==> src/hw/rtl/fbpa_pkg.sv <==
package fbpa_pkg;

    localparam int MAX_BLOCKS = 256;
    localparam int PTR_BYTES  = 4;

    localparam int ADDR_W = 32;
    localparam int SIZE_W = 16;
    localparam int CNT_W  = 9;
    localparam int ST_W   = 2;
    localparam int APB_AW = 4;

    localparam int IDX_W  = $clog2(MAX_BLOCKS);
    localparam int LINK_W = $clog2(MAX_BLOCKS + 1);
    localparam int WIDE_W = (LINK_W > CNT_W) ? LINK_W : CNT_W;
    localparam int PROD_W = WIDE_W + SIZE_W;
    localparam int DIVC_W = $clog2(CNT_W + 1);

    localparam logic [LINK_W-1:0] NIL = LINK_W'(MAX_BLOCKS);

    localparam logic [ST_W-1:0] ST_OK    = 2'd0;
    localparam logic [ST_W-1:0] ST_INVAL = 2'd1;
    localparam logic [ST_W-1:0] ST_BUSY  = 2'd2;

    localparam logic ACT_ALLOC = 1'b0;
    localparam logic ACT_FREE  = 1'b1;

    localparam logic [1:0] REG_BASE  = 2'd0;
    localparam logic [1:0] REG_SIZE  = 2'd1;
    localparam logic [1:0] REG_COUNT = 2'd2;

    typedef struct packed {
        logic [ADDR_W-1:0] base;
        logic [SIZE_W-1:0] size;
        logic [CNT_W-1:0]  count;
    } fbpa_cfg_t;

    typedef struct packed {
        logic            latch;
        logic            bld_step;
        logic            mem_rd;
        logic            pop;
        logic            chk_setup;
        logic            div_start;
        logic            div_step;
        logic            walk_start;
        logic            walk_step;
        logic            push;
        logic            finish;
        logic [ST_W-1:0] code;
    } fbpa_cmd_t;

    typedef struct packed {
        logic addr_zero;
        logic cfg_ok;
        logic ready;
        logic bld_last;
        logic head_nil;
        logic range_bad;
        logic div_last;
        logic div_bad;
        logic walk_end;
        logic walk_hit;
        logic total_full;
    } fbpa_sts_t;

endpackage

==> src/hw/rtl/fbpa_ctrl.sv <==
module fbpa_ctrl (
    input  logic                  clk,
    input  logic                  rst_n,
    input  logic                  start,
    input  logic                  action,
    input  fbpa_pkg::fbpa_sts_t   sts,
    output fbpa_pkg::fbpa_cmd_t   cmd,
    output logic                  busy
);
    import fbpa_pkg::*;

    localparam logic [2:0] S_IDLE      = 3'd0;
    localparam logic [2:0] S_BUILD     = 3'd1;
    localparam logic [2:0] S_DISP      = 3'd2;
    localparam logic [2:0] S_ALLOC_POP = 3'd3;
    localparam logic [2:0] S_FREE_CHK  = 3'd4;
    localparam logic [2:0] S_DIV       = 3'd5;
    localparam logic [2:0] S_DIV_CHK   = 3'd6;
    localparam logic [2:0] S_WALK      = 3'd7;

    logic [2:0] state_reg;
    logic [2:0] state_next;
    logic       act_reg;
    logic       act_next;

    always_ff @(posedge clk or negedge rst_n)
    begin
        if (!rst_n)
        begin
            state_reg <= S_IDLE;
            act_reg   <= ACT_ALLOC;
        end
        else
        begin
            state_reg <= state_next;
            act_reg   <= act_next;
        end
    end

    always_comb
    begin
        cmd        = '0;
        state_next = state_reg;
        act_next   = act_reg;
        case (state_reg)
            S_IDLE:
            begin
                if (start)
                begin
                    cmd.latch = 1'b1;
                    act_next  = action;
                    if (action == ACT_FREE && sts.addr_zero)
                    begin
                        cmd.finish = 1'b1;
                        cmd.code   = ST_INVAL;
                    end
                    else if (!sts.ready)
                    begin
                        if (!sts.cfg_ok)
                        begin
                            cmd.finish = 1'b1;
                            cmd.code   = ST_INVAL;
                        end
                        else
                        begin
                            state_next = S_BUILD;
                        end
                    end
                    else
                    begin
                        state_next = S_DISP;
                    end
                end
            end
            S_BUILD:
            begin
                cmd.bld_step = 1'b1;
                if (sts.bld_last)
                begin
                    state_next = S_DISP;
                end
            end
            S_DISP:
            begin
                if (act_reg == ACT_ALLOC)
                begin
                    if (sts.head_nil)
                    begin
                        cmd.finish = 1'b1;
                        cmd.code   = ST_BUSY;
                        state_next = S_IDLE;
                    end
                    else
                    begin
                        cmd.mem_rd = 1'b1;
                        state_next = S_ALLOC_POP;
                    end
                end
                else
                begin
                    cmd.chk_setup = 1'b1;
                    state_next    = S_FREE_CHK;
                end
            end
            S_ALLOC_POP:
            begin
                cmd.pop    = 1'b1;
                cmd.finish = 1'b1;
                cmd.code   = ST_OK;
                state_next = S_IDLE;
            end
            S_FREE_CHK:
            begin
                if (sts.range_bad)
                begin
                    cmd.finish = 1'b1;
                    cmd.code   = ST_INVAL;
                    state_next = S_IDLE;
                end
                else
                begin
                    cmd.div_start = 1'b1;
                    state_next    = S_DIV;
                end
            end
            S_DIV:
            begin
                cmd.div_step = 1'b1;
                if (sts.div_last)
                begin
                    state_next = S_DIV_CHK;
                end
            end
            S_DIV_CHK:
            begin
                if (sts.div_bad)
                begin
                    cmd.finish = 1'b1;
                    cmd.code   = ST_INVAL;
                    state_next = S_IDLE;
                end
                else
                begin
                    cmd.walk_start = 1'b1;
                    state_next     = S_WALK;
                end
            end
            S_WALK:
            begin
                if (sts.walk_end)
                begin
                    cmd.finish = 1'b1;
                    state_next = S_IDLE;
                    if (sts.total_full)
                    begin
                        cmd.code = ST_INVAL;
                    end
                    else
                    begin
                        cmd.push = 1'b1;
                        cmd.code = ST_OK;
                    end
                end
                else if (sts.walk_hit)
                begin
                    cmd.finish = 1'b1;
                    cmd.code   = ST_INVAL;
                    state_next = S_IDLE;
                end
                else
                begin
                    cmd.walk_step = 1'b1;
                end
            end
            default:
            begin
                state_next = S_IDLE;
            end
        endcase
    end

    assign busy = (state_reg != S_IDLE);

endmodule

==> src/hw/rtl/fbpa_dp.sv <==
module fbpa_dp (
    input  logic                          clk,
    input  logic                          rst_n,
    input  fbpa_pkg::fbpa_cfg_t           cfg,
    input  logic [fbpa_pkg::ADDR_W-1:0]   block_address,
    input  fbpa_pkg::fbpa_cmd_t           cmd,
    output fbpa_pkg::fbpa_sts_t           sts,
    output logic                          done,
    output logic [fbpa_pkg::ST_W-1:0]     status,
    output logic [fbpa_pkg::ADDR_W-1:0]   granted_address,
    output logic [fbpa_pkg::CNT_W-1:0]    free_count
);
    import fbpa_pkg::*;

    logic [LINK_W-1:0] link_mem [MAX_BLOCKS];
    logic [LINK_W-1:0] link_rd_reg;

    logic [ADDR_W-1:0] addr_reg;
    logic [LINK_W-1:0] bld_reg;
    logic [LINK_W-1:0] head_reg;
    logic [LINK_W-1:0] head_next;
    logic [LINK_W-1:0] total_reg;
    logic [LINK_W-1:0] total_next;
    logic              ready_reg;
    logic              ready_next;

    logic [PROD_W-1:0] prod_reg;
    logic [ADDR_W-1:0] off_reg;
    logic              lt_reg;

    logic [PROD_W-1:0] rem_reg;
    logic [PROD_W-1:0] dvs_reg;
    logic [CNT_W-1:0]  q_reg;
    logic [DIVC_W-1:0] div_cnt_reg;

    logic              walk_first_reg;
    logic [LINK_W-1:0] steps_reg;

    logic              done_reg;
    logic [ST_W-1:0]   status_reg;
    logic [ADDR_W-1:0] granted_reg;
    logic [CNT_W-1:0]  free_count_reg;

    logic              bld_last;
    logic [LINK_W-1:0] bld_link;
    logic [WIDE_W-1:0] mul_a;
    logic [LINK_W-1:0] idx;
    logic [LINK_W-1:0] cur;
    logic              mem_we;
    logic [IDX_W-1:0]  mem_waddr;
    logic [LINK_W-1:0] mem_wdata;
    logic              mem_re;
    logic [IDX_W-1:0]  mem_raddr;
    logic              div_ge;

    assign bld_last = (WIDE_W'(bld_reg) + WIDE_W'(1)) >= WIDE_W'(cfg.count);
    assign bld_link = bld_last ? NIL : bld_reg + LINK_W'(1);
    assign mul_a    = cmd.chk_setup ? WIDE_W'(cfg.count) : WIDE_W'(head_reg);
    assign idx      = LINK_W'(q_reg);
    assign cur      = walk_first_reg ? head_reg : link_rd_reg;
    assign div_ge   = (rem_reg >= dvs_reg);

    assign mem_we    = (cmd.bld_step || cmd.push);
    assign mem_waddr = cmd.push ? idx[IDX_W-1:0] : bld_reg[IDX_W-1:0];
    assign mem_wdata = cmd.push ? head_reg : bld_link;
    assign mem_re    = (cmd.mem_rd || cmd.walk_step);
    assign mem_raddr = cmd.walk_step ? cur[IDX_W-1:0] : head_reg[IDX_W-1:0];

    always_ff @(posedge clk)
    begin
        if (mem_we)
        begin
            link_mem[mem_waddr] <= mem_wdata;
        end
        if (mem_re)
        begin
            link_rd_reg <= link_mem[mem_raddr];
        end
    end

    always_comb
    begin
        head_next  = head_reg;
        total_next = total_reg;
        ready_next = ready_reg;
        if (cmd.bld_step && bld_last)
        begin
            head_next  = '0;
            total_next = LINK_W'(cfg.count);
            ready_next = 1'b1;
        end
        if (cmd.pop)
        begin
            head_next = link_rd_reg;
            if (total_reg != '0)
            begin
                total_next = total_reg - LINK_W'(1);
            end
        end
        if (cmd.push)
        begin
            head_next  = idx;
            total_next = total_reg + LINK_W'(1);
        end
    end

    always_ff @(posedge clk or negedge rst_n)
    begin
        if (!rst_n)
        begin
            head_reg  <= NIL;
            total_reg <= '0;
            ready_reg <= 1'b0;
            done_reg  <= 1'b0;
        end
        else
        begin
            head_reg  <= head_next;
            total_reg <= total_next;
            ready_reg <= ready_next;
            done_reg  <= cmd.finish;
        end
    end

    always_ff @(posedge clk)
    begin
        if (cmd.latch)
        begin
            addr_reg <= block_address;
            bld_reg  <= '0;
        end
        else if (cmd.bld_step)
        begin
            bld_reg <= bld_reg + LINK_W'(1);
        end

        if (cmd.mem_rd || cmd.chk_setup)
        begin
            prod_reg <= PROD_W'(mul_a) * PROD_W'(cfg.size);
        end
        if (cmd.chk_setup)
        begin
            off_reg <= addr_reg - cfg.base;
            lt_reg  <= (addr_reg < cfg.base);
        end

        if (cmd.div_start)
        begin
            rem_reg     <= PROD_W'(off_reg);
            dvs_reg     <= PROD_W'(cfg.size) << (CNT_W - 1);
            q_reg       <= '0;
            div_cnt_reg <= DIVC_W'(CNT_W);
        end
        else if (cmd.div_step)
        begin
            if (div_ge)
            begin
                rem_reg <= rem_reg - dvs_reg;
            end
            q_reg       <= {q_reg[CNT_W-2:0], div_ge};
            dvs_reg     <= dvs_reg >> 1;
            div_cnt_reg <= div_cnt_reg - DIVC_W'(1);
        end

        if (cmd.walk_start)
        begin
            walk_first_reg <= 1'b1;
            steps_reg      <= '0;
        end
        else if (cmd.walk_step)
        begin
            walk_first_reg <= 1'b0;
            steps_reg      <= steps_reg + LINK_W'(1);
        end

        if (cmd.finish)
        begin
            status_reg     <= cmd.code;
            granted_reg    <= cmd.pop ? cfg.base + ADDR_W'(prod_reg) : '0;
            free_count_reg <= CNT_W'(total_next);
        end
    end

    always_comb
    begin
        sts.addr_zero  = (block_address == '0);
        sts.cfg_ok     = (cfg.base != '0) && (cfg.count != '0)
                         && (WIDE_W'(cfg.count) <= WIDE_W'(MAX_BLOCKS))
                         && (cfg.size >= SIZE_W'(PTR_BYTES))
                         && ((cfg.size % SIZE_W'(PTR_BYTES)) == '0);
        sts.ready      = ready_reg;
        sts.bld_last   = bld_last;
        sts.head_nil   = (head_reg >= NIL);
        sts.range_bad  = (cfg.base == '0) || (cfg.size == '0) || lt_reg
                         || (off_reg >= ADDR_W'(prod_reg));
        sts.div_last   = (div_cnt_reg == DIVC_W'(1));
        sts.div_bad    = (rem_reg != '0) || (WIDE_W'(q_reg) >= WIDE_W'(MAX_BLOCKS));
        sts.walk_end   = (cur >= NIL) || (steps_reg == LINK_W'(MAX_BLOCKS));
        sts.walk_hit   = (cur == idx);
        sts.total_full = (WIDE_W'(total_reg) >= WIDE_W'(cfg.count));
    end

    assign done            = done_reg;
    assign status          = status_reg;
    assign granted_address = granted_reg;
    assign free_count      = free_count_reg;

endmodule

==> src/hw/rtl/fixed_block_pool_allocator.sv <==
// Channel   Handshake                       Payload
// request   start, accepted when busy low   action, block_address
// result    done, one cycle, no stall       status, granted_address, free_count
// config    APB write, pready tied high     paddr, pwdata (base, size, count)
//
// Allocate: S_DISP reads the head, S_ALLOC_POP pops it; an empty pool answers from S_DISP.
// Free: range check (S_FREE_CHK), bit-serial division (S_DIV, S_DIV_CHK), then the walk
// of the free list, which reads one link per cycle from the link memory.
// The first request with a valid configuration first builds the chain of block_count links.
// Reset clears control state; the link memory keeps no reset and is only read once written.
// The result is valid with done and holds until the next result; the receiver cannot stall it.
module fixed_block_pool_allocator (
    input  logic                          clk,
    input  logic                          rst_n,
    input  logic                          psel,
    input  logic                          penable,
    input  logic                          pwrite,
    input  logic [fbpa_pkg::APB_AW-1:0]   paddr,
    input  logic [31:0]                   pwdata,
    output logic [31:0]                   prdata,
    output logic                          pready,
    input  logic                          start,
    input  logic                          action,
    input  logic [fbpa_pkg::ADDR_W-1:0]   block_address,
    output logic                          busy,
    output logic                          done,
    output logic [fbpa_pkg::ST_W-1:0]     status,
    output logic [fbpa_pkg::ADDR_W-1:0]   granted_address,
    output logic [fbpa_pkg::CNT_W-1:0]    free_count
);
    import fbpa_pkg::*;

    logic [ADDR_W-1:0] base_reg;
    logic [SIZE_W-1:0] size_reg;
    logic [CNT_W-1:0]  count_reg;
    logic              wr_en;
    fbpa_cfg_t         cfg;
    fbpa_cmd_t         cmd;
    fbpa_sts_t         sts;

    assign pready = 1'b1;
    assign wr_en  = psel && penable && pwrite && pready;

    always_ff @(posedge clk or negedge rst_n)
    begin
        if (!rst_n)
        begin
            base_reg  <= '0;
            size_reg  <= '0;
            count_reg <= '0;
        end
        else if (wr_en)
        begin
            case (paddr[APB_AW-1:2])
                REG_BASE:  base_reg  <= pwdata;
                REG_SIZE:  size_reg  <= pwdata[SIZE_W-1:0];
                REG_COUNT: count_reg <= pwdata[CNT_W-1:0];
                default:   ;
            endcase
        end
    end

    always_comb
    begin
        case (paddr[APB_AW-1:2])
            REG_BASE:  prdata = base_reg;
            REG_SIZE:  prdata = 32'(size_reg);
            REG_COUNT: prdata = 32'(count_reg);
            default:   prdata = '0;
        endcase
    end

    assign cfg.base  = base_reg;
    assign cfg.size  = size_reg;
    assign cfg.count = count_reg;

    fbpa_ctrl u_ctrl (
        .clk    (clk),
        .rst_n  (rst_n),
        .start  (start),
        .action (action),
        .sts    (sts),
        .cmd    (cmd),
        .busy   (busy)
    );

    fbpa_dp u_dp (
        .clk             (clk),
        .rst_n           (rst_n),
        .cfg             (cfg),
        .block_address   (block_address),
        .cmd             (cmd),
        .sts             (sts),
        .done            (done),
        .status          (status),
        .granted_address (granted_address),
        .free_count      (free_count)
    );

    a_no_grant_on_fail: assert property (
        @(posedge clk) disable iff (!rst_n)
        (done && status != ST_OK) |-> (granted_address == '0)
    ) else $error("address granted on a failed transaction");

    a_accept_progress: assert property (
        @(posedge clk) disable iff (!rst_n)
        (start && !busy) |=> (busy || done)
    ) else $error("accepted transaction neither in progress nor answered");

    a_empty_count: assert property (
        @(posedge clk) disable iff (!rst_n)
        (done && status == ST_BUSY) |-> (free_count == '0)
    ) else $error("empty pool reported with free blocks");

endmodule

==> config.mk <==
export PLATFORM = sky130hd
export DESIGN_NAME = fixed_block_pool_allocator
export DESIGN_NICKNAME = d
export VERILOG_FILES = /design/src/hw/rtl/fbpa_pkg.sv /design/src/hw/rtl/fbpa_ctrl.sv /design/src/hw/rtl/fbpa_dp.sv /design/src/hw/rtl/fixed_block_pool_allocator.sv
export SDC_FILE = /design/constraint.sdc
export NUM_CORES = 2
export LEC_CHECK = 0
export BUFFER_PORTS_ARGS = -buffer_cell sky130_fd_sc_hd__buf_2
export CAP_MARGIN = 30
export CORE_ASPECT_RATIO = 0.9
export CORE_UTILIZATION = 51
export DETAILED_ROUTE_END_ITERATION = 8
export GPL_ROUTABILITY_DRIVEN = 0
export PLACE_DENSITY_LB_ADDON = 0.15
export SYNTH_ARGS = -nofsm -noshare
export SYNTH_HDL_FRONTEND = slang
export SYNTH_SLANG_ARGS = --single-unit
==> constraint.sdc <==
create_clock -name clk -period 15.05 [get_ports clk]
set_clock_uncertainty 0.1 [all_clocks]
set_input_delay 1.505 -clock clk [delete_from_list [all_inputs] [get_ports clk]]
set_output_delay 1.505 -clock clk [all_outputs]
set_load 0.005 [all_outputs]
After elaboration in Yosys (flattened, before gate mapping) --
Memory sizes are Yosys's and may differ from the RTL's. A register that Yosys moved wholly into a read port is not among the register bits. Cells that the tools add are included. W data, S select, Z words.
Cells by class: add/subtract/negate cells 8, multiply operators 1, order comparisons 10, equal/unequal tests 18, muxes and demuxes 65, reductions and logical operators 36
Operators by type and width (count):
- $mux W9 | 11
- $pmux W32 S3 | 1
- $mux W25 | 3
- $logic_not A32 Y1 | 2
- $mux W3 | 21
- $mux W24 | 2
- $add A32 B25 Y32 | 1
- $ge A32 B25 Y1 | 1
- $logic_not A16 Y1 | 2
- $lt A32 B32 Y1 | 1
- $reduce_bool A32 Y1 | 1
- $sub A32 B32 Y32 | 1
- $add A9 B1 Y9 const B | 3
- $ge A9 B9 Y1 const B | 3
- $ge A25 B24 Y1 | 1
- $mul A9 B16 Y25 | 1
- $reduce_bool A25 Y1 | 1
- $sub A25 B24 Y25 | 1
- $pmux W3 S8 | 1
- $mux W1 | 21
- $ge A9 B9 Y1 | 2
- $pmux W3 S6 | 1
- $reduce_bool A9 Y1 | 2
- $ge A16 B3 Y1 const B | 1
- 25 further kinds | 53
Word-level totals: register bits 295, RAM bits 2304, input bits 75, output and inout port bits 78, logic and storage cells 163, memories 1
Memories:
- u_dp.link_mem | words 256, width 9, rd ports 1, clocked after Yosys merged registers in 1, write ports 1, line fbpa_dp.sv:15 | logic [LINK_W-1:0] link_mem [MAX_BLOCKS];

Logic depth before layout (Yosys ltp) --
word-level depth 10, depth in mapped cells 29, gate-level depth less buffers 27

By module --
A second synthesis with hierarchy kept.
Second synthesis, totals: cell total of the unflattened synthesis 7921, area, all modules 111974.9 µm²
Modules (own cells, without submodules):
- fbpa_dp | instances 1, cells an instance 7673, area each 108933.2 µm², seq. area each 75984.1 µm²
- fixed_block_pool_allocator | instances 1, cells an instance 190, area each 2572.5 µm², seq. area each 1426.4 µm²
- fbpa_ctrl | instances 1, cells an instance 58, area each 469.2 µm², seq. area each 100.1 µm²

Least setup slack after synthesis --
OpenSTA, ideal clock, no wires.
kind reg-to-reg, start point register u_dp.bld_reg[0], end point memory u_dp.link_mem[0][0] in the netlist's numbering (data pin), library setup time 2234 ps, data arrival time 12621 ps, data required time 12716 ps, slack 95 ps, stages on the path, launching flop included 12, path buffers 0, period minus slack after synthesis 14955 ps, cells stage by stage dfxtp_1 ha_1 ha_1 a21o_1 a21o_1 a21o_1 a21o_1 a21o_1 a21o_1 a21o_1 a21o_1 o31ai_1
Between the ends: longest elaborated chain between the ends 4
RTL lines:
- start: declaration | line fbpa_dp.sv:19 | logic [LINK_W-1:0] bld_reg;
- start signal: assignment | line fbpa_dp.sv:134 | bld_reg <= bld_reg + LINK_W'(1);
- $add A9 B1 Y9 * | line fbpa_dp.sv:56, fbpa_dp.sv:57
- $ge A9 B9 Y1 | line fbpa_dp.sv:56 | assign bld_last = (WIDE_W'(bld_reg) + WIDE_W'(1)) >= WIDE_W'(cfg.count);
- $mux W9 * | line fbpa_dp.sv:57 | assign bld_link = bld_last ? NIL : bld_reg + LINK_W'(1);
- $mux W9 * | line fbpa_dp.sv:65 | assign mem_wdata = cmd.push ? head_reg : bld_link;
- via u_dp.mem_wdata[0] | line fbpa_dp.sv:51 | logic [LINK_W-1:0] mem_wdata;
- end: declaration | line fbpa_dp.sv:15
Mark *: on every way through the listed nets, which the timed path passes. The rest lies on a longest branch.

Worst setup path after layout --
start point register u_ctrl.state_reg[1], end point register u_dp.prod_reg[24] (data pin)
Between the ends: longest elaborated chain between the ends 4
RTL lines:
- start: declaration | line fbpa_ctrl.sv:21 | logic [2:0] state_reg;
- start signal: assignment | line fbpa_ctrl.sv:35 | state_reg <= state_next;
- $eq A3 B2 Y1 | line fbpa_ctrl.sv:45 | case (state_reg)
- $mux W1 | line fbpa_ctrl.sv:45
- $mux W9 | line fbpa_dp.sv:58 | assign mul_a = cmd.chk_setup ? WIDE_W'(cfg.count) : WIDE_W'(head_reg);
- $mul A9 B16 Y25 | line fbpa_dp.sv:139 | prod_reg <= PROD_W'(mul_a) * PROD_W'(cfg.size);
- end signal: assignment | line fbpa_dp.sv:139
- end: declaration | line fbpa_dp.sv:27 | logic [PROD_W-1:0] prod_reg;
No other way between the ends. A chain may end at the register's enable or synchronous reset.

==> reports/qor.yml <==
worst_pin_slew_ns: 1.51
setup_ws_ns: 7.72
synth_edf_count: 2487
fin_crit_sh: 0.487
crit_start: "u_ctrl.state_reg[1]$_DFFE_PN0P_"
ys_seq_elements: 2608
dr.pass1.iters: 9
dominantRegCellSynth: "edfxtp_1"
cp-start-kind: "flop"
post_cts_buffers: 0
grt_max_degree: 189
clkSinkCount: 2608
track_usage: 0.296
vias: 76800
cts_tree: "done"
path_clk_slew_ns: 0.06
multi_input_area_um2: 32500
htree_levels: 5
violations: "design-rule violations, max-slew violations"
root_buffer: "clkbuf_16"
rrSetupSlack_ns: 7.72
final_core_util: 0.572
antenna_found_initial: 13
yosysUniqueCellTypes: 95
total_power_mw: 23.6
start_util: 0.514
yosysMostFrequentCell: "nand2_1"
synth_area_um2: 113000
crit_path_end_kind: "flop"
tns_ns: 0
slew_violations: 22
clockBufferDepth: 4
ctsHoldBuffers: 0
routedWlPerCell_um: 26.6
synthArstFlopShare: 0.0311
ctsResizeCount: 0
cp-endpoint: "u_dp.prod_reg[24]$_DFFE_PP_"
cp.required_ns: 15.59
yosys-top-cells-count: "nand2_1, edfxtp_1, nand3_1"
grt_pass1_vias: 71500
rsz0062_at_grt: "false"
slew_headroom: -0.00689
die_h_um: 449
clock_latency_ns: 0.93
fmax_mhz: 136
drc: 2
die_w_um: 498
rows: 163
layout-drive-gt1-share: 0.0855
p_leak_nw: 45.1
synth_top_area_frac: 0.661
hold_class: "primary input to async pin"
nNetsFinal: 9901
final_cell_area_um2: 126000
cp_max_fo: 44
finalSetupViolCount: 0
period_minus_slack_ns: 7.33
synth.area.top_cells: "edfxtp_1, nand2_1, nand3_1"
via_per_inst: 6.08
pin_count: 153
largest_register: "u_dp.link_mem"
area_delta_synth_final_pct: 11.2
largest_register_ffs: 2304
drtIter0Drc: 10500
cts_buffers: 281
die_area_um2: 224000
place_area_um2: 117000
grt_overflow_total: 0
synth-seq-area-share: 0.686
place_ws_ns: 7.72
maxCapViolations: 0
finalHoldViolCount: 0
rr_worst_depth: 24
postRouteAntennaNets: 0
hpwl_um: 208000
core_um2: 220000
drt-total-wl_um: 336000
netlist.top_cell.by_area: "edfxtp_1"
ys_warn_count: 0
syn_area_per_cell_um2: 12.0
critPathKind: "flop to flop"
synth_nets: 9786
critPathArrivalTime_ns: 7.87
portBuffers: 149
status: "finished, violations left"
synth_cells: 9433
r2r-start: "u_ctrl.state_reg[1]$_DFFE_PN0P_"
grt_pass1_wl_um: 487000
nFillCells: 17800
r2r-end: "u_dp.prod_reg[24]$_DFFE_PP_"
ir_drop_mv: 0.290
regArea_um2: 77500
power_per_cell_area_nw_per_um2: 188
==> power breakdown <==
| part | switching, mW | internal [mW] | total, mW |
|---|---|---|---|
| logic | 5.90 | 2.47 | 8.37 |
| registers | 0.269 | 8.56 | 8.83 |
| clock network | 2.75 | 3.68 | 6.44 |
==> cells in the final DEF (no fill, tap or decap), types with 16 or more instances in the layout <==
| master | n |
|---|---|
| nor3_1 | 64 |
| fa_1 | 102 |
| clkbuf_1 | 70 |
| buf_2 | 157 |
| dfxtp_1 | 40 |
| buf_12 | 18 |
| o21ai_0 | 140 |
| xor2_1 | 38 |
| clkinv_1 | 54 |
| xnor2_1 | 78 |
| buf_6 | 22 |
| nand2b_1 | 45 |
| a21oi_1 | 95 |
| and3_1 | 32 |
| o31ai_1 | 43 |
| clkbuf_16 | 284 |
| buf_4 | 175 |
| a31oi_1 | 149 |
| nor2_1 | 405 |
| mux2_2 | 36 |
| a32oi_1 | 25 |
| clkinv_2 | 33 |
| mux2i_1 | 67 |
| edfxtp_1 | 2487 |
| a211oi_1 | 16 |
| inv_1 | 242 |
| and2_1 | 81 |
| o21a_1 | 19 |
| nand3_1 | 1288 |
| dfrtp_1 | 80 |
| nand4_1 | 269 |
| nor2b_1 | 17 |
| ha_1 | 176 |
| nand2_1 | 2551 |
| nor4_1 | 37 |
| a21o_1 | 57 |
==> layer usage <==
| metal | share of wire | wire length, µm | track usage | vias to the layer above |
|---|---|---|---|---|
| li1 | - | - | - | 34100 |
| met1 | 0.41 | 138000 | 0.425 | 38000 |
| met2 | 0.45 | 150000 | 0.446 | 4041 |
| met3 | 0.099 | 33400 | 0.0533 | 679 |
| met4 | 0.043 | 14500 | 0.121 | 10 |
| met5 | 0.00086 | 289 | 0 | - |
==> cells by family after synthesis <==
group,after synthesis,synth area share
AOI/OAI and AO/OA,663,0.0392
and+or+nand+nor,4873,0.190
adders and majority gates,278,0.0375
muxes,103,0.00952
buffers and inverters,791,0.0294
xor gates and xnor gates,116,0.00899
DFF,2608,0.686
other,1,0.0000332
==> layout make-up <==
type	instances	share of cell area
Antenna cell	3	0.0000597
Clock inverter	111	0.00684
Clock buffer	357	0.0590
Multi-Input combinational cell	6034	0.258
Timing Repair Buffer	381	0.0231
Sequential cell	2608	0.617
Inverter	242	0.00723
Tap cell	2887	0.0287
==> metrics by stage <==
stage                     hold slack, ns  cells
after global placement             0.352  12100
after CTS                          0.285  12600
after global routing               0.308  12600
after floorplan                    0.335   9433
final                              0.338  12600
after detailed placement           0.362  12100
==> worst min path at each step <==
stage	from	to	slack, ns
6_report	rst_n	count_reg[3]$_DFFE_PN0P_	0.34
5_1_grt	rst_n	u_dp.total_reg[5]$_DFF_PN0_	0.31
4_1_cts	rst_n	u_dp.total_reg[6]$_DFF_PN0_	0.29
3_5_place_dp	u_dp.ready_reg$_DFFE_PN0P_	u_dp.ready_reg$_DFFE_PN0P_	0.36
3_3_place_gp	u_dp.dvs_reg[0]$_SDFFE_PP0N_	u_dp.dvs_reg[0]$_SDFFE_PP0N_	0.35
2_1_floorplan	u_dp.ready_reg$_DFFE_PN0P_	u_dp.ready_reg$_DFFE_PN0P_	0.34
==> critical path, stage by stage, from the launching register on <==
cell      delay [ns]
dfrtp_1         0.64
nand2b_1        0.18
nor3b_2         0.27
buf_4           0.54
mux2_2          0.51
nand2_1         0.15
fa_1            0.58
inv_1           0.06
fa_1            0.50
inv_1           0.06
fa_1            0.48
fa_1            0.49
inv_1           0.04
ha_1            0.31
o21ai_0         0.11
a21boi_0        0.15
o21ai_0         0.24
a21oi_1         0.14
o21a_1          0.23
o31a_1          0.32
o211ai_1        0.28
a31oi_1         0.19
a21o_1          0.21
a21o_1          0.18
xnor2_1         0.12
Power figures use the tool's default switching activity.
